$ cat src/sv/etl_pkg.sv
// Shared types, character codes and helper functions of the expression token lexer.
package etl_pkg;

   // Longest number or name, in characters; a token is cut when it reaches this.
   localparam int MAX_TOKEN_CHARS = 15;
   localparam int LEN_W           = 4;
   localparam logic [LEN_W-1:0] MAX_LEN = LEN_W'(MAX_TOKEN_CHARS);

   // Result queue between the front and back parts.
   localparam int Q_DEPTH = 4;
   localparam int Q_PTR_W = $clog2(Q_DEPTH);
   localparam int Q_CNT_W = $clog2(Q_DEPTH + 1);

   // Token kinds as they appear on the result channel.
   localparam logic [2:0] TOK_NUMBER   = 3'd0;
   localparam logic [2:0] TOK_NAME     = 3'd1;
   localparam logic [2:0] TOK_OPEN     = 3'd2;
   localparam logic [2:0] TOK_CLOSE    = 3'd3;
   localparam logic [2:0] TOK_OPERATOR = 3'd4;

   // Character codes that the lexer looks for.
   localparam logic [7:0] CH_NUL     = 8'h00;
   localparam logic [7:0] CH_NEWLINE = 8'h0A;
   localparam logic [7:0] CH_EQUAL   = 8'h3D;
   localparam logic [7:0] CH_DOT     = 8'h2E;
   localparam logic [7:0] CH_OPEN    = 8'h28;
   localparam logic [7:0] CH_CLOSE   = 8'h29;
   localparam logic [7:0] CH_PLUS    = 8'h2B;
   localparam logic [7:0] CH_MINUS   = 8'h2D;
   localparam logic [7:0] CH_STAR    = 8'h2A;
   localparam logic [7:0] CH_SLASH   = 8'h2F;

   // Kind of the token that is currently open in the front part.
   typedef enum logic [3:0] {
      OPEN_NONE = 4'b0001,
      OPEN_NUM  = 4'b0010,
      OPEN_NAME = 4'b0100,
      OPEN_DOT  = 4'b1000
   } open_kind_type;

   // One result word.
   typedef struct packed {
      logic [2:0] token_kind;
      logic [7:0] token_char;
      logic       token_end;
      logic       expr_end;
   } result_type;

   // Zero, one or two result words pushed into the queue in one cycle.
   typedef struct packed {
      logic [1:0]            count;
      result_type [1:0]      slot;
   } push_type;

   function automatic logic is_digit(input logic [7:0] c);
      return (c >= 8'h30) && (c <= 8'h39);
   endfunction

   function automatic logic is_letter(input logic [7:0] c);
      return ((c >= 8'h61) && (c <= 8'h7A)) || ((c >= 8'h41) && (c <= 8'h5A));
   endfunction

   function automatic result_type pack_result(input logic [2:0] kind,
                                              input logic [7:0] ch,
                                              input logic       tend,
                                              input logic       eend);
      result_type r;
      r.token_kind = kind;
      r.token_char = ch;
      r.token_end  = tend;
      r.expr_end   = eend;
      return r;
   endfunction

endpackage

$ cat src/sv/etl_front.sv
// Front part: accepts characters, tracks the open token and produces result words.
module etl_front
   import etl_pkg::*;
(
   input  logic       clock,
   input  logic       reset,
   input  logic       req_valid,
   input  logic [7:0] req_character,
   output logic       req_stall,
   input  logic       room,
   output push_type   push
);

   open_kind_type     kind_ff, kind_in;
   logic [7:0]        held_ff, held_in;
   logic [LEN_W-1:0]  len_ff, len_in;
   logic              stop_ff, stop_in;
   logic              accept;

   open_kind_type     kind_v;
   logic [LEN_W-1:0]  len_v;
   logic [LEN_W-1:0]  len_next;
   logic              more;
   logic              done;
   logic [2:0]        tk;
   logic [1:0]        n;
   result_type [1:0]  slot;

   assign req_stall = !room;
   assign accept    = req_valid && room;

   always_comb begin
      kind_in  = kind_ff;
      held_in  = held_ff;
      len_in   = len_ff;
      stop_in  = stop_ff;
      kind_v   = kind_ff;
      len_v    = len_ff;
      len_next = '0;
      more     = 1'b0;
      done     = 1'b0;
      tk       = TOK_NUMBER;
      n        = 2'd0;
      slot     = '0;
      if (stop_ff) begin
         if (req_character == CH_NUL) begin
            stop_in = 1'b0;
         end
      end else begin
         // A held dot becomes a number only when a digit follows it.
         if (kind_v == OPEN_DOT) begin
            if (is_digit(req_character)) begin
               kind_v = OPEN_NUM;
               len_v  = LEN_W'(1);
               if (len_v >= MAX_LEN) begin
                  slot[n[0]] = pack_result(TOK_NUMBER, held_ff, 1'b1, 1'b0);
                  n          = n + 2'd1;
                  kind_v     = OPEN_NONE;
               end
            end else begin
               kind_v = OPEN_NONE;
            end
         end
         if (kind_v != OPEN_NONE) begin
            unique case (kind_v)
               OPEN_NUM: begin
                  more = is_digit(req_character) || (req_character == CH_DOT);
                  tk   = TOK_NUMBER;
               end
               OPEN_NAME: begin
                  more = is_letter(req_character) || is_digit(req_character);
                  tk   = TOK_NAME;
               end
               default: begin
                  more = 1'b0;
                  tk   = TOK_NUMBER;
               end
            endcase
            if (more) begin
               slot[n[0]] = pack_result(tk, held_ff, 1'b0, 1'b0);
               n          = n + 2'd1;
               len_next   = len_v + LEN_W'(1);
               if ((len_next >= MAX_LEN) || (len_next == '0)) begin
                  slot[n[0]] = pack_result(tk, req_character, 1'b1, 1'b0);
                  n          = n + 2'd1;
                  kind_in    = OPEN_NONE;
                  held_in    = '0;
                  len_in     = '0;
               end else begin
                  kind_in = kind_v;
                  held_in = req_character;
                  len_in  = len_next;
               end
               done = 1'b1;
            end else begin
               slot[n[0]] = pack_result(tk, held_ff, 1'b1, 1'b0);
               n          = n + 2'd1;
               kind_v     = OPEN_NONE;
            end
         end
         if (!done) begin
            kind_in = OPEN_NONE;
            held_in = '0;
            len_in  = '0;
            if ((req_character == CH_NUL) || (req_character == CH_EQUAL) ||
                (req_character == CH_NEWLINE)) begin
               slot[n[0]] = pack_result(TOK_NUMBER, CH_NUL, 1'b0, 1'b1);
               n          = n + 2'd1;
               if (req_character != CH_NUL) begin
                  stop_in = 1'b1;
               end
            end else if (is_digit(req_character) || is_letter(req_character)) begin
               tk = is_digit(req_character) ? TOK_NUMBER : TOK_NAME;
               if (MAX_TOKEN_CHARS <= 1) begin
                  slot[n[0]] = pack_result(tk, req_character, 1'b1, 1'b0);
                  n          = n + 2'd1;
               end else begin
                  kind_in = is_digit(req_character) ? OPEN_NUM : OPEN_NAME;
                  held_in = req_character;
                  len_in  = LEN_W'(1);
               end
            end else if (req_character == CH_DOT) begin
               kind_in = OPEN_DOT;
               held_in = req_character;
            end else begin
               case (req_character) inside
                  CH_OPEN: begin
                     slot[n[0]] = pack_result(TOK_OPEN, req_character, 1'b1, 1'b0);
                     n          = n + 2'd1;
                  end
                  CH_CLOSE: begin
                     slot[n[0]] = pack_result(TOK_CLOSE, req_character, 1'b1, 1'b0);
                     n          = n + 2'd1;
                  end
                  CH_PLUS, CH_MINUS, CH_STAR, CH_SLASH: begin
                     slot[n[0]] = pack_result(TOK_OPERATOR, req_character, 1'b1, 1'b0);
                     n          = n + 2'd1;
                  end
                  default: begin
                  end
               endcase
            end
         end
      end
   end

   always_comb begin
      push.count = accept ? n : 2'd0;
      push.slot  = slot;
   end

   always_ff @(posedge clock) begin
      if (reset) begin
         kind_ff <= OPEN_NONE;
         held_ff <= '0;
         len_ff  <= '0;
         stop_ff <= 1'b0;
      end else if (accept) begin
         kind_ff <= kind_in;
         held_ff <= held_in;
         len_ff  <= len_in;
         stop_ff <= stop_in;
      end
   end

`ifndef NO_ASSERTIONS
   // An expression only stops after its open token has been closed.
   a_stop_closed: assert property (@(posedge clock) disable iff (reset)
      stop_ff |-> (kind_ff == OPEN_NONE))
      else $error("stopped with a token still open");

   // A pending dot holds the dot itself and counts no characters yet.
   a_dot_held: assert property (@(posedge clock) disable iff (reset)
      (kind_ff == OPEN_DOT) |-> ((held_ff == CH_DOT) && (len_ff == '0)))
      else $error("pending dot state is inconsistent");

   // An open number or name never reaches the cut length while still held.
   a_len_bound: assert property (@(posedge clock) disable iff (reset)
      ((kind_ff == OPEN_NUM) || (kind_ff == OPEN_NAME)) |->
         ((len_ff != '0) && (len_ff < MAX_LEN)))
      else $error("open token length out of range");
`endif

endmodule

$ cat src/sv/etl_queue.sv
// Result queue: takes up to two words per cycle from the front and hands one to the back.
module etl_queue
   import etl_pkg::*;
(
   input  logic       clock,
   input  logic       reset,
   input  push_type   push,
   output logic       room,
   input  logic       pop,
   output result_type head,
   output logic       head_valid
);

   result_type             entry_ff [Q_DEPTH];
   logic [Q_PTR_W-1:0]     wr_ptr_ff, wr_ptr_in;
   logic [Q_PTR_W-1:0]     rd_ptr_ff, rd_ptr_in;
   logic [Q_CNT_W-1:0]     count_ff, count_in;

   // Room means a full pair of words can still be taken.
   assign room       = (count_ff <= Q_CNT_W'(Q_DEPTH - 2));
   assign head       = entry_ff[rd_ptr_ff];
   assign head_valid = (count_ff != '0);

   always_comb begin
      wr_ptr_in = wr_ptr_ff + Q_PTR_W'(push.count);
      rd_ptr_in = rd_ptr_ff + Q_PTR_W'(pop);
      count_in  = count_ff + Q_CNT_W'(push.count) - Q_CNT_W'(pop);
   end

   always_ff @(posedge clock) begin
      if (push.count != 2'd0) begin
         entry_ff[wr_ptr_ff] <= push.slot[0];
      end
      if (push.count == 2'd2) begin
         entry_ff[wr_ptr_ff + Q_PTR_W'(1)] <= push.slot[1];
      end
   end

   always_ff @(posedge clock) begin
      if (reset) begin
         wr_ptr_ff <= '0;
         rd_ptr_ff <= '0;
         count_ff  <= '0;
      end else begin
         wr_ptr_ff <= wr_ptr_in;
         rd_ptr_ff <= rd_ptr_in;
         count_ff  <= count_in;
      end
   end

`ifndef NO_ASSERTIONS
   a_no_overflow: assert property (@(posedge clock) disable iff (reset)
      count_ff <= Q_CNT_W'(Q_DEPTH))
      else $error("result queue overflow");

   a_push_room: assert property (@(posedge clock) disable iff (reset)
      (push.count != 2'd0) |-> room)
      else $error("push without room");

   a_pop_nonempty: assert property (@(posedge clock) disable iff (reset)
      pop |-> head_valid)
      else $error("pop from empty queue");
`endif

endmodule

$ cat src/sv/etl_back.sv
// Back part: output register that delivers one result word per cycle while rsp_stall is low.
module etl_back
   import etl_pkg::*;
(
   input  logic       clock,
   input  logic       reset,
   input  result_type head,
   input  logic       head_valid,
   output logic       pop,
   input  logic       rsp_stall,
   output logic       rsp_valid,
   output logic [2:0] rsp_token_kind,
   output logic [7:0] rsp_token_char,
   output logic       rsp_token_end,
   output logic       rsp_expr_end
);

   logic       valid_ff, valid_in;
   result_type data_ff;

   assign pop      = head_valid && (!valid_ff || !rsp_stall);
   assign valid_in = pop || (valid_ff && rsp_stall);

   always_ff @(posedge clock) begin
      if (reset) begin
         valid_ff <= 1'b0;
      end else begin
         valid_ff <= valid_in;
      end
   end

   always_ff @(posedge clock) begin
      if (pop) begin
         data_ff <= head;
      end
   end

   assign rsp_valid      = valid_ff;
   assign rsp_token_kind = data_ff.token_kind;
   assign rsp_token_char = data_ff.token_char;
   assign rsp_token_end  = data_ff.token_end;
   assign rsp_expr_end   = data_ff.expr_end;

endmodule

$ cat src/sv/expression_token_lexer_core.sv
// Top level of the expression token lexer: front, result queue and output stage.
//
//   channel | direction | handshake              | payload
//   req     | in        | req_valid / req_stall  | req_character (8 bits)
//   rsp     | out       | rsp_valid / rsp_stall  | rsp_token_kind, rsp_token_char,
//           |           |                        | rsp_token_end, rsp_expr_end
//
// A character word is taken every clock while the result queue can hold two
// more words; the front decides all results of a character in that cycle.
// Results leave at one word per clock through the output register while rsp
// is not stalled, so the output port sets the sustained rate: a character
// that yields two words outruns it, and the four-entry queue absorbs such bursts.
// A result word passes through a queue entry and then the output register.
// Reset is synchronous; no clearing pass follows it.
// A stall on rsp backs up into the queue and only then raises req_stall.
module expression_token_lexer_core
   import etl_pkg::*;
(
   input  logic       clock,
   input  logic       reset,
   input  logic       req_valid,
   input  logic [7:0] req_character,
   output logic       req_stall,
   output logic       rsp_valid,
   input  logic       rsp_stall,
   output logic [2:0] rsp_token_kind,
   output logic [7:0] rsp_token_char,
   output logic       rsp_token_end,
   output logic       rsp_expr_end
);

   // Words produced by the front for the character accepted this cycle.
   push_type   push;
   // The queue can take a full pair of words.
   logic       room;
   // Oldest queued word and the back part's request for it.
   result_type head;
   logic       head_valid;
   logic       pop;

   // The front holds one character back because it learns that a character
   // is the last of its token only when the next one arrives.
   etl_front u_front (
      .clock         (clock),
      .reset         (reset),
      .req_valid     (req_valid),
      .req_character (req_character),
      .req_stall     (req_stall),
      .room          (room),
      .push          (push)
   );

   etl_queue u_queue (
      .clock      (clock),
      .reset      (reset),
      .push       (push),
      .room       (room),
      .pop        (pop),
      .head       (head),
      .head_valid (head_valid)
   );

   etl_back u_back (
      .clock          (clock),
      .reset          (reset),
      .head           (head),
      .head_valid     (head_valid),
      .pop            (pop),
      .rsp_stall      (rsp_stall),
      .rsp_valid      (rsp_valid),
      .rsp_token_kind (rsp_token_kind),
      .rsp_token_char (rsp_token_char),
      .rsp_token_end  (rsp_token_end),
      .rsp_expr_end   (rsp_expr_end)
   );

endmodule

$ cat config.mk
export PLATFORM = sky130hd
export DESIGN_NAME = expression_token_lexer_core
export DESIGN_NICKNAME = d
export VERILOG_FILES = /design/src/sv/etl_pkg.sv /design/src/sv/etl_front.sv /design/src/sv/etl_queue.sv /design/src/sv/etl_back.sv /design/src/sv/expression_token_lexer_core.sv
export SDC_FILE = /design/constraint.sdc
export NUM_CORES = 1
export LEC_CHECK = 0
export BUFFER_PORTS_ARGS = -buffer_cell sky130_fd_sc_hd__buf_2
export CAP_MARGIN = 20
export CORE_MARGIN = 4
export CORE_UTILIZATION = 61
export DETAILED_ROUTE_END_ITERATION = 8
export PLACE_DENSITY_LB_ADDON = 0.08
export SETUP_SLACK_MARGIN = 0.3
export SKIP_LAST_GASP = 1
export SLEW_MARGIN = 10
export SYNTH_ARGS = -nofsm -noshare
export SYNTH_HDL_FRONTEND = slang
export SYNTH_SLANG_ARGS = --single-unit
$ cat constraint.sdc
create_clock -name clock -period 9.5 [get_ports clock]
set_clock_uncertainty 0.2 [all_clocks]
set_input_delay 2.85 -clock clock [delete_from_list [all_inputs] [get_ports clock]]
set_output_delay 2.85 -clock clock [all_outputs]
set_load 0.02 [all_outputs]
Yosys cells after proc, flatten, opt, wreduce, memory -nomap -nowiden
Memories as Yosys holds them, arrays and structs flattened. A register that Yosys moved wholly into a read port is not among the register bits. Cells that the tools add are included.

Memory bits (writable): 52. Memories kept: 1. ROM bits: 0. Latch bits: 0. Output and inout bits: 15. Register bits after elaboration: 25. Input port bits: 12.

Reductions and logical operators: 25. $lt $le $gt $ge: 10. Shift operators: 0. Divide/modulo/power cells: 0. Eq/ne operators: 16. $mul: 0. $add $sub $neg: 7. Mux-type cells: 74. Bitwise operators: 4.

Memory list: u_queue.entry_ff (words 4, bits a word 13, read ports 1, clocked after Yosys merged registers in 1, write ports 2, line etl_queue.sv:14) `result_type entry_ff [Q_DEPTH];`.

Operator list (count): $mux 26 (9); $bwmux 26 (3); $mux 4 (17); $eq 8x6->1 const B (8); $mux 8 (7); $mux 2 (15); $and 24x24->24 (1); $mux 24 (1); $not 24->24 (1); $mux 11 (2); $ge 8x7->1 const B (2); $le 8x7->1 const B (2); $mux 1 (16); $demux 13 s1 (1); $mux 13 (1); $eq 8x4->1 const B (1); $ge 8x6->1 const B (1); $le 8x6->1 const B (1); $logic_not 8->1 (1); $logic_or 1x1->1 (8); $reduce_bool 8->1 (1); $logic_and 1x1->1 (7); $add 2x1->2 const B (2); $add 4x1->4 const B (1); other kinds (24) (27).

Depth between registers and ports, before layout
Gate-level depths: netlist of the first run.

Depth in word-level cells: 25. Depth in mapped cells: 23.

Modules after synthesis
From an unflattened synthesis of the first run, not the netlist that was laid out.

Cells, all modules: 391. Area total of the unflattened synthesis: 5134.9 µm².

Modules (own cells, without submodules): etl_queue (instances 1, cells each 167, area each 3084.2 µm²); etl_front (instances 1, cells each 207, area each 1624.1 µm²); etl_back (instances 1, cells each 17, area each 426.7 µm²).

Worst setup path before layout of the first run
No wires, ideal clock.

Path kind: input-to-reg. Start point: in req_character[1]. End point: mem u_queue.entry_ff[0][0] in the netlist's numbering (enable). Data required time: 8.941 ns. Library setup time: 0.359 ns. Cell stages on the path: 17. Arrival: 7.150 ns. Slack: 1.791 ns. Cell sequence: clkbuf_1 > o21ai_1 > nand3_1 > and2_1 > ha_1 > nor3b_1 > o31ai_1 > o21a_1 > a211oi_2 > inv_1 > nand2_1 > ha_1 > a311oi_2 > or3b_4 > a2111oi_4 > buf_6 > a31o_1.

RTL lines: start, declared (line expression_token_lexer_core.sv:22) `input logic [7:0] req_character,`; end, declared (line etl_queue.sv:14).

==> results of run 1 <==
## cell families after synthesis
| kind of cell | after synthesis |
|---|---|
| fa+ha+maj | 12 |
| xor+xnor | 7 |
| flops | 90 |
| simple gates | 133 |
| compound gates | 82 |
| mux | 53 |
| buf+inv | 34 |
## synth_stat cells, types with 6 or more instances
cell type | n | area share (%)
edfxtp_1 | 65 | 40
mux2i_1 | 40 | 8.2
nand2_1 | 33 | 2.5
nor2_1 | 31 | 2.4
dfxtp_1 | 25 | 10
a21oi_1 | 22 | 2.3
inv_1 | 13 | 1.0
mux4_2 | 13 | 6.0
clkbuf_1 | 11 | 0.85
ha_1 | 11 | 2.8
nand3_1 | 11 | 1.1
nor3_1 | 9 | 0.92
o21ai_0 | 8 | 0.82
a22oi_1 | 7 | 1.1
nand4_1 | 6 | 0.77
xnor2_1 | 6 | 1.1
## state kept, by name, summed over array words and instances (netlist names), 3 cells and up
name / cells
u_back.rsp_token_char: 8
u_back.rsp_token_kind: 3
u_front.held_ff: 8
u_front.kind_ff: 4
u_front.len_ff: 4
u_queue.count_ff: 3
u_queue.entry_ff: 52
## power by group
| group | internal (W) | switching (W) |
|---|---|---|
| combinational | 0.000115 | 0.000161 |
| sequential | 0.000488 | 0.0000414 |
| clock | 0.000150 | 0.000145 |
| total | 0.000753 | 0.000348 |
## path summary, 6_finish.rpt
check,startpoint,to,slack (ns),depth (start not counted)
setup reg to reg,u_front.kind_ff[3],u_queue.entry_ff[0][11],3.47,16
hold / removal,u_front.held_ff[7],u_front.held_ff[7],0.27,1
setup / recovery,req_character[1],u_queue.entry_ff[0][11],1.41,17
hold reg to reg,u_front.held_ff[7],u_front.held_ff[7],0.27,1
## worst max-delay path, cell delays in order
cell,delay [ns]
buf_2,0.17
o21ai_1,0.29
nand3_1,0.24
and2_1,0.25
ha_1,0.27
nor3b_1,0.20
o31ai_1,0.11
o21a_1,0.20
a211oi_2,0.45
inv_1,0.19
nand2_1,0.17
ha_1,0.26
a311oi_2,0.44
or3b_4,0.51
a2111oi_4,0.30
buf_4,0.32
a31o_1,0.66
## per-layer routing
layer	vias to the layer above	wire (um)	GRT usage [%]
li1	1603	-	-
met1	1648	4630	31.8
met2	156	5180	38.1
met3	29	745	4.38
met4	0	304	7.77
met5	-	0	0
## through the flow
stage	power, W	instances	setup WS [ns]	hold WS, ns
2_1_floorplan	0.000733	411	1.79	0.230
3_3_place_gp	0.000807	522	1.23	0.246
4_1_cts	0.00111	538	1.43	0.276
5_1_grt	0.00116	538	1.03	0.312
6_report	0.00110	538	1.41	0.275
3_5_place_dp	0.000819	522	1.06	0.252
## layout make-up
| cell class | count | area (um^2) |
|---|---|---|
| sequential | 90 | 2450 |
| tap | 102 | 128 |
| clock inverter | 7 | 98.8 |
| multi-input combinational | 287 | 2270 |
| inverter | 13 | 48.8 |
| fill | 592 | 2480 |
| timing repair buffer | 30 | 160 |
| clock buffer | 9 | 124 |
==> results.py, run 1 <==
metrics = {
    "synthesis": {
        "muxShareOfSynthArea_pct": 14.2,
        "postSynthAreaPerCell_um2": 11.9,
        "synth_seq_area_share_pct": 50.2,
        "synth_area_um2": 4880,
        "ys.flop_type": "edfxtp_1",
        "yosysWarnings": 0,
        "synth_top_family_by_area": "simple AND/OR/NAND/NOR gates",
        "netlist_instances": 411,
        "synth_cell_types": 61,
        "syn-num-nets": 435,
        "synth_compound_area_share_pct": 13.3,
        "synth-simple-area-share_pct": 14.5,
        "synth-seq-cells": 90,
        "synth_fa_ha_area_share_pct": 3.23,
        "async_reset_ff_share_pct": 0,
        "synth_xor_xnor_area_share_pct": 1.26,
        "synth_edf_count": 65,
    },
    "final_layout": {
        "fin_area_um2": 5290,
        "final_net_count": 455,
        "layout_commonest_cell": "edfxtp_1",
        "drive_gt1_share_pct": 17.9,
        "fin_util_pct": 68.0,
        "n_antenna_cell": 0,
        "layout.cells.most_common_list": "edfxtp_1, mux2i_1, nand2_1, nor2_1, buf_2",
        "syn_to_final_growth_pct": 8.25,
    },
    "clocking": {
        "cts_root_buf": "clkbuf_8",
        "cts_resized": 0,
        "cts_buffers": 9,
        "cts_setup_buffers": 0,
        "clock_path_buffers": 2,
        "hold_buffers": 0,
        "h-tree-depth": 3,
        "cts.sinks": 90,
        "clk_latency_ns": 0.37,
        "cts.reportedPaths.clkPinSlew_ns": 0.09,
        "cts_tree": "built",
    },
    "detailed_routing": {
        "wirelength_um": 10900,
        "routed_via_density": 6.39,
        "first_iter_violations": 256,
        "ant_nets": 0,
        "drc": 0,
        "dr_total_vias": 3436,
        "wire_per_inst_um": 20.2,
        "first_pass_iters": 5,
    },
    "pwr": {
        "p_leak_nw": 1.86,
        "irDropWorstVdd_v": 0.0000933,
        "power-per-cell-area_nw_per_um2": 208,
    },
    "grt": {
        "grt_pass1_vias": 3272,
        "grt_max_degree": 24,
        "antenna_found_initial": 0,
        "track_usage_pct": 23.4,
        "gr-total-overflow": 0,
        "grt_first_pass_wirelength_um": 17500,
    },
    "sta": {
        "slew_violations": 0,
        "maxSlewHeadroom_pct": 26.3,
        "setup_tns_ns": 0,
        "post-route-period-util_pct": 85.2,
        "finalCriticalPeriod_ns": 8.09,
        "final_hold_viol_count": 0,
        "rsz0062_at_grt": "no",
        "setup_viol": 0,
        "worst_pin_slew_ns": 1.11,
        "fmax_ghz": 0.124,
    },
    "worst_setup_path": {
        "crit_required_ns": 9.30,
        "critPathKind": "in2reg",
        "worst_ep_arrival_time_ns": 7.89,
        "startpoint_type": "input pin",
        "worst-path-max-fanout": 13,
        "crit_path_end_kind": "flip-flop",
    },
    "placed_design": {
        "placed_cell_area_um2": 5060,
        "place_hpwl_um": 7600,
        "numPortBuffers": 26,
        "gp_congestion": 0.946,
    },
    "floorplanning": {
        "die_h_um": 97.5,
        "fp-row-count": 32,
        "fp.dieW_um": 97.5,
        "io_pins": 27,
        "die_area_um2": 9500,
        "core_um2": 7770,
        "initial_core_util_pct": 62.9,
    },
    "status": {
        "status": "completed",
    },
    "flow_run": {
        "maxCapViolCount": 0,
    },
    "worst_hold_path": {
        "worstHoldPathType": "reg2reg",
    },
}
No activity file was read; power rests on OpenSTA's default activity.
==> run 2, diff against run 1 <==
--- a/config.mk
+++ b/config.mk
@@ -9,8 +9,9 @@
 export CAP_MARGIN = 20
 export CORE_MARGIN = 4
 export CORE_UTILIZATION = 61
+export CTS_CLUSTER_DIAMETER = 40
 export DETAILED_ROUTE_END_ITERATION = 8
-export PLACE_DENSITY_LB_ADDON = 0.08
+export PLACE_DENSITY = 0.82
 export SETUP_SLACK_MARGIN = 0.3
 export SKIP_LAST_GASP = 1
 export SLEW_MARGIN = 10
==> results.py, run 2 (synthesis gave the netlist of run 1 again) <==
metrics = {
    "sta": {
        "slew_violations": 0,
        "setup_tns_ns": 0,
        "post-route-period-util_pct": 85.6,
        "setup_viol": 0,
        "fmax_ghz": 0.123,
        "rsz0062_at_grt": "no",
        "finalCriticalPeriod_ns": 8.13,
        "maxSlewHeadroom_pct": 22.7,
        "worst_pin_slew_ns": 1.16,
        "final_hold_viol_count": 0,
    },
    "status": {
        "status": "completed",
    },
    "final_layout": {
        "layout.cells.most_common_list": "edfxtp_1, mux2i_1, nand2_1, nor2_1, buf_2",
        "fin_area_um2": 5250,
        "regMostFlops": "u_queue.entry_ff",
        "fillers": 600,
        "final_net_count": 454,
        "multi_input_area_um2": 2270,
        "seqCellArea_um2": 2450,
        "syn_to_final_growth_pct": 7.56,
        "n_antenna_cell": 0,
        "layout_commonest_cell": "edfxtp_1",
        "largest_reg_flops": 52,
        "drive_gt1_share_pct": 17.9,
    },
    "detailed_routing": {
        "wirelength_um": 10400,
        "ant_nets": 0,
        "dr_total_vias": 3444,
        "routed_via_density": 6.41,
        "first_pass_iters": 6,
        "wire_per_inst_um": 19.3,
        "drc": 0,
        "first_iter_violations": 217,
    },
    "clocking": {
        "cts_setup_buffers": 0,
        "cts_buffers": 9,
        "clock_path_buffers": 2,
        "cts_root_buf": "clkbuf_8",
        "cts_tree": "built",
        "hold_buffers": 0,
        "clk_latency_ns": 0.36,
        "h-tree-depth": 3,
        "cts.sinks": 90,
        "cts_resized": 0,
        "cts.reportedPaths.clkPinSlew_ns": 0.10,
    },
    "floorplanning": {
        "fp.dieW_um": 97.5,
        "die_h_um": 97.5,
        "fp-row-count": 32,
        "die_area_um2": 9500,
        "io_pins": 27,
        "initial_core_util_pct": 62.9,
        "core_um2": 7770,
    },
    "worst_setup_path": {
        "startpoint_type": "input pin",
        "worst-path-max-fanout": 13,
        "critPathKind": "in2reg",
        "crit_required_ns": 9.29,
        "worst_ep_arrival_time_ns": 7.92,
        "crit_path_end_kind": "flip-flop",
    },
    "grt": {
        "grt_first_pass_wirelength_um": 16700,
        "grt_max_degree": 24,
        "track_usage_pct": 22.0,
        "antenna_found_initial": 0,
        "gr-total-overflow": 0,
        "grt_pass1_vias": 3370,
    },
    "worst_hold_path": {
        "worstHoldPathType": "reg2reg",
    },
    "pwr": {
        "p_leak_nw": 1.85,
        "power-per-cell-area_nw_per_um2": 201,
        "irDropWorstVdd_v": 0.000101,
    },
    "placed_design": {
        "numPortBuffers": 26,
        "place_hpwl_um": 7150,
        "placed_cell_area_um2": 5050,
        "gp_congestion": 0.883,
    },
    "flow_run": {
        "maxCapViolCount": 0,
    },
}
-- run 2: final cells by class --
type                    instances  share of cell area, %
clock inverters                 7                   1.38
inverters                      13                  0.929
clock buffers                   9                   2.36
repair buffers                 29                   2.91
flip-flops and latches         90                   46.7
well taps                     102                   2.43
multi-input cells             287                   43.3
-- run 2: stage by stage --
stage	total power (W)	util (%)	hold slack [ns]	worst slack, ns	cells
final	0.00106	67.6	0.280	1.37	537
after global routing	0.00111	67.6	0.287	1.11	537
after CTS	0.00107	67.6	0.276	1.41	537
after detailed placement	0.000811	65.1	0.246	1.06	521
after global placement	0.000804	65.1	0.245	1.31	521
after floorplan	0.000733	-	0.230	1.79	411
-- run 2: worst paths after layout --
check	cells after the start	startpoint	endpoint	slack [ns]
min reg2reg	1	u_front.held_ff[7]	u_front.held_ff[7]	0.28
max reg2reg	16	u_front.kind_ff[0]	u_queue.entry_ff[0][12]	3.46
max	17	req_character[1]	u_queue.entry_ff[0][12]	1.37
min	1	u_front.held_ff[7]	u_front.held_ff[7]	0.28
-- run 2: layer usage --
layer	share of wire (%)	GRT usage [%]	up-vias
met2	50	37.8	122
li1	-	-	1612
met4	2.3	7.24	0
met1	42	28.1	1684
met3	6.2	4.09	26
met5	0	0	-
-- run 2: report_power, final --
group          switching [W]  internal (W)
combinational       0.000158      0.000114
clock               0.000154      0.000103
sequential         0.0000400      0.000487
total               0.000352      0.000704
-- run 2: worst max-delay path, stage by stage --
cell,delay (ns)
buf_2,0.16
o21ai_1,0.31
nand3_1,0.24
and2_1,0.25
ha_1,0.27
nor3b_1,0.21
o31ai_1,0.11
o21a_1,0.20
a211oi_2,0.44
inv_1,0.20
nand2_1,0.17
ha_1,0.26
a311oi_2,0.42
or3b_4,0.51
a2111oi_4,0.30
buf_4,0.33
a31o_1,0.67
==> run 3, diff against run 2 <==
--- a/config.mk
+++ b/config.mk
@@ -8,10 +8,12 @@
 export BUFFER_PORTS_ARGS = -buffer_cell sky130_fd_sc_hd__buf_2
 export CAP_MARGIN = 20
 export CORE_MARGIN = 4
-export CORE_UTILIZATION = 61
+export CORE_UTILIZATION = 63
+export CTS_BUF_LIST = sky130_fd_sc_hd__clkbuf_8
 export CTS_CLUSTER_DIAMETER = 40
 export DETAILED_ROUTE_END_ITERATION = 8
-export PLACE_DENSITY = 0.82
+export HOLD_SLACK_MARGIN = 0.1
+export PLACE_DENSITY = 0.84
 export SETUP_SLACK_MARGIN = 0.3
 export SKIP_LAST_GASP = 1
 export SLEW_MARGIN = 10
==> results.py, run 3 (synthesis gave the netlist of run 1 again) <==
metrics = {
    "status": {
        "status": "completed",
    },
    "floorplanning": {
        "die_area_um2": 9220,
        "die_h_um": 96.0,
        "fp.dieW_um": 96.0,
        "fp-row-count": 31,
        "core_um2": 7410,
        "io_pins": 27,
        "initial_core_util_pct": 65.9,
    },
    "grt": {
        "grt_first_pass_wirelength_um": 16900,
        "grt_pass1_vias": 3233,
        "track_usage_pct": 24.7,
        "gr-total-overflow": 0,
        "antenna_found_initial": 0,
        "grt_max_degree": 24,
    },
    "sta": {
        "setup_tns_ns": 0,
        "finalCriticalPeriod_ns": 8.06,
        "setup_viol": 0,
        "maxSlewHeadroom_pct": 24.3,
        "worst_pin_slew_ns": 1.13,
        "slew_violations": 0,
        "post-route-period-util_pct": 84.8,
        "fmax_ghz": 0.124,
        "final_hold_viol_count": 0,
        "hold_ws_ns": 0.275,
        "rsz0062_at_grt": "no",
    },
    "detailed_routing": {
        "wirelength_um": 10400,
        "ant_nets": 0,
        "routed_via_density": 6.38,
        "wire_per_inst_um": 19.6,
        "first_iter_violations": 203,
        "first_pass_iters": 6,
        "dr_total_vias": 3409,
        "drc": 0,
    },
    "final_layout": {
        "drive_gt1_share_pct": 17.9,
        "n_antenna_cell": 0,
        "fin_util_pct": 71.1,
        "fin_area_um2": 5270,
        "syn_to_final_growth_pct": 7.89,
        "fillers": 526,
        "layout_commonest_cell": "edfxtp_1",
        "final_net_count": 454,
        "largest_reg_flops": 52,
        "regMostFlops": "u_queue.entry_ff",
        "layout.cells.most_common_list": "edfxtp_1, mux2i_1, nand2_1, nor2_1, buf_2",
    },
    "clocking": {
        "clk_latency_ns": 0.37,
        "cts.reportedPaths.clkPinSlew_ns": 0.10,
        "clock_path_buffers": 2,
        "hold_buffers": 0,
        "cts_resized": 0,
        "h-tree-depth": 3,
        "cts_setup_buffers": 0,
        "cts_root_buf": "clkbuf_8",
        "cts.sinks": 90,
        "cts_tree": "built",
        "cts_buffers": 9,
    },
    "pwr": {
        "power-per-cell-area_nw_per_um2": 206,
        "p_leak_nw": 1.86,
        "irDropWorstVdd_v": 0.0000984,
    },
    "worst_hold_path": {
        "hold_depth": 2,
        "worstHoldPathType": "reg2reg",
    },
    "worst_setup_path": {
        "cp_common_cell": "ha_1",
        "worstPathCellList": "buf_2 -> o21ai_1 -> nand3_1 -> and2_1 -> ha_1 -> nor3b_1 -> o31ai_1 -> o21a_1 -> a211oi_2 -> inv_1 -> nand2_1 -> ha_1 -> a311oi_2 -> or3b_4 -> a2111oi_4 -> buf_4 -> a31o_1",
        "cpLargestDelayFamily": "compound AO/OA/AOI/OAI gates",
        "critPathKind": "in2reg",
        "startpoint_type": "input pin",
        "worstRegToRegCells": 16,
        "crit_path_end_kind": "flip-flop",
        "r2r_slack_ns": 3.56,
        "critPathBufInv": 3,
        "slowest_stage": "a31o_1",
        "worst-path-max-fanout": 13,
        "crit_required_ns": 9.30,
        "cp.depth": 17,
        "critPathMaxStageDelay_ns": 0.62,
        "worst_ep_arrival_time_ns": 7.85,
    },
    "placed_design": {
        "placed_cell_area_um2": 5050,
        "place_hpwl_um": 7360,
        "gp_congestion": 0.920,
        "numPortBuffers": 26,
    },
    "flow_run": {
        "maxCapViolCount": 0,
    },
}
## run 3: path summary, 6_finish.rpt
kind                            end                from
min                u_back.rsp_valid    u_back.rsp_valid
max          u_queue.entry_ff[0][3]    req_character[2]
max reg2reg  u_queue.entry_ff[0][3]  u_front.kind_ff[0]
min reg2reg        u_back.rsp_valid    u_back.rsp_valid
## run 3: worst register-to-register path, stage by stage (launching register included)
cell	delay [ns]
dfxtp_1	0.37
nor4b_1	0.44
nand3_1	0.27
and2_1	0.26
ha_1	0.27
nor3b_1	0.22
o31ai_1	0.12
o21a_1	0.20
a211oi_2	0.40
inv_1	0.18
nand2_1	0.17
ha_1	0.27
a311oi_2	0.45
or3b_4	0.51
a2111oi_4	0.30
buf_4	0.31
a31o_1	0.62
## run 3: final cells by class
class | count | area, um^2 | area share (%)
inverters | 13 | 48.8 | 0.926
clock inverters | 7 | 92.6 | 1.76
flip-flops and latches | 90 | 2450 | 46.6
multi-input cells | 287 | 2270 | 43.2
well taps | 99 | 124 | 2.35
repair buffers | 29 | 153 | 2.90
clock buffers | 9 | 124 | 2.35
## run 3: power breakdown
group          switching [W]  total [W]  internal, W
clock               0.000154   0.000282     0.000128
combinational       0.000159   0.000273     0.000114
sequential         0.0000401   0.000528     0.000487
## run 3: metal layers
layer / track usage [%] / part of all wire (%) / vias up
li1: - / - / 1599
met2: 40.0 / 49 / 142
met1: 32.8 / 43 / 1648
met5: 0 / 0 / -
met4: 10.1 / 1.8 / 0
met3: 4.46 / 6.2 / 20
## run 3: per-stage QoR
| step | std cells | power [W] | setup slack (ns) |
|---|---|---|---|
| 5_1_grt | 534 | 0.00114 | 1.04 |
| 4_1_cts | 534 | 0.00109 | 1.49 |
| 6_report | 534 | 0.00108 | 1.44 |
| 3_3_place_gp | 518 | 0.000800 | 1.32 |
| 3_5_place_dp | 518 | 0.000814 | 1.11 |
| 2_1_floorplan | 411 | 0.000733 | 1.79 |
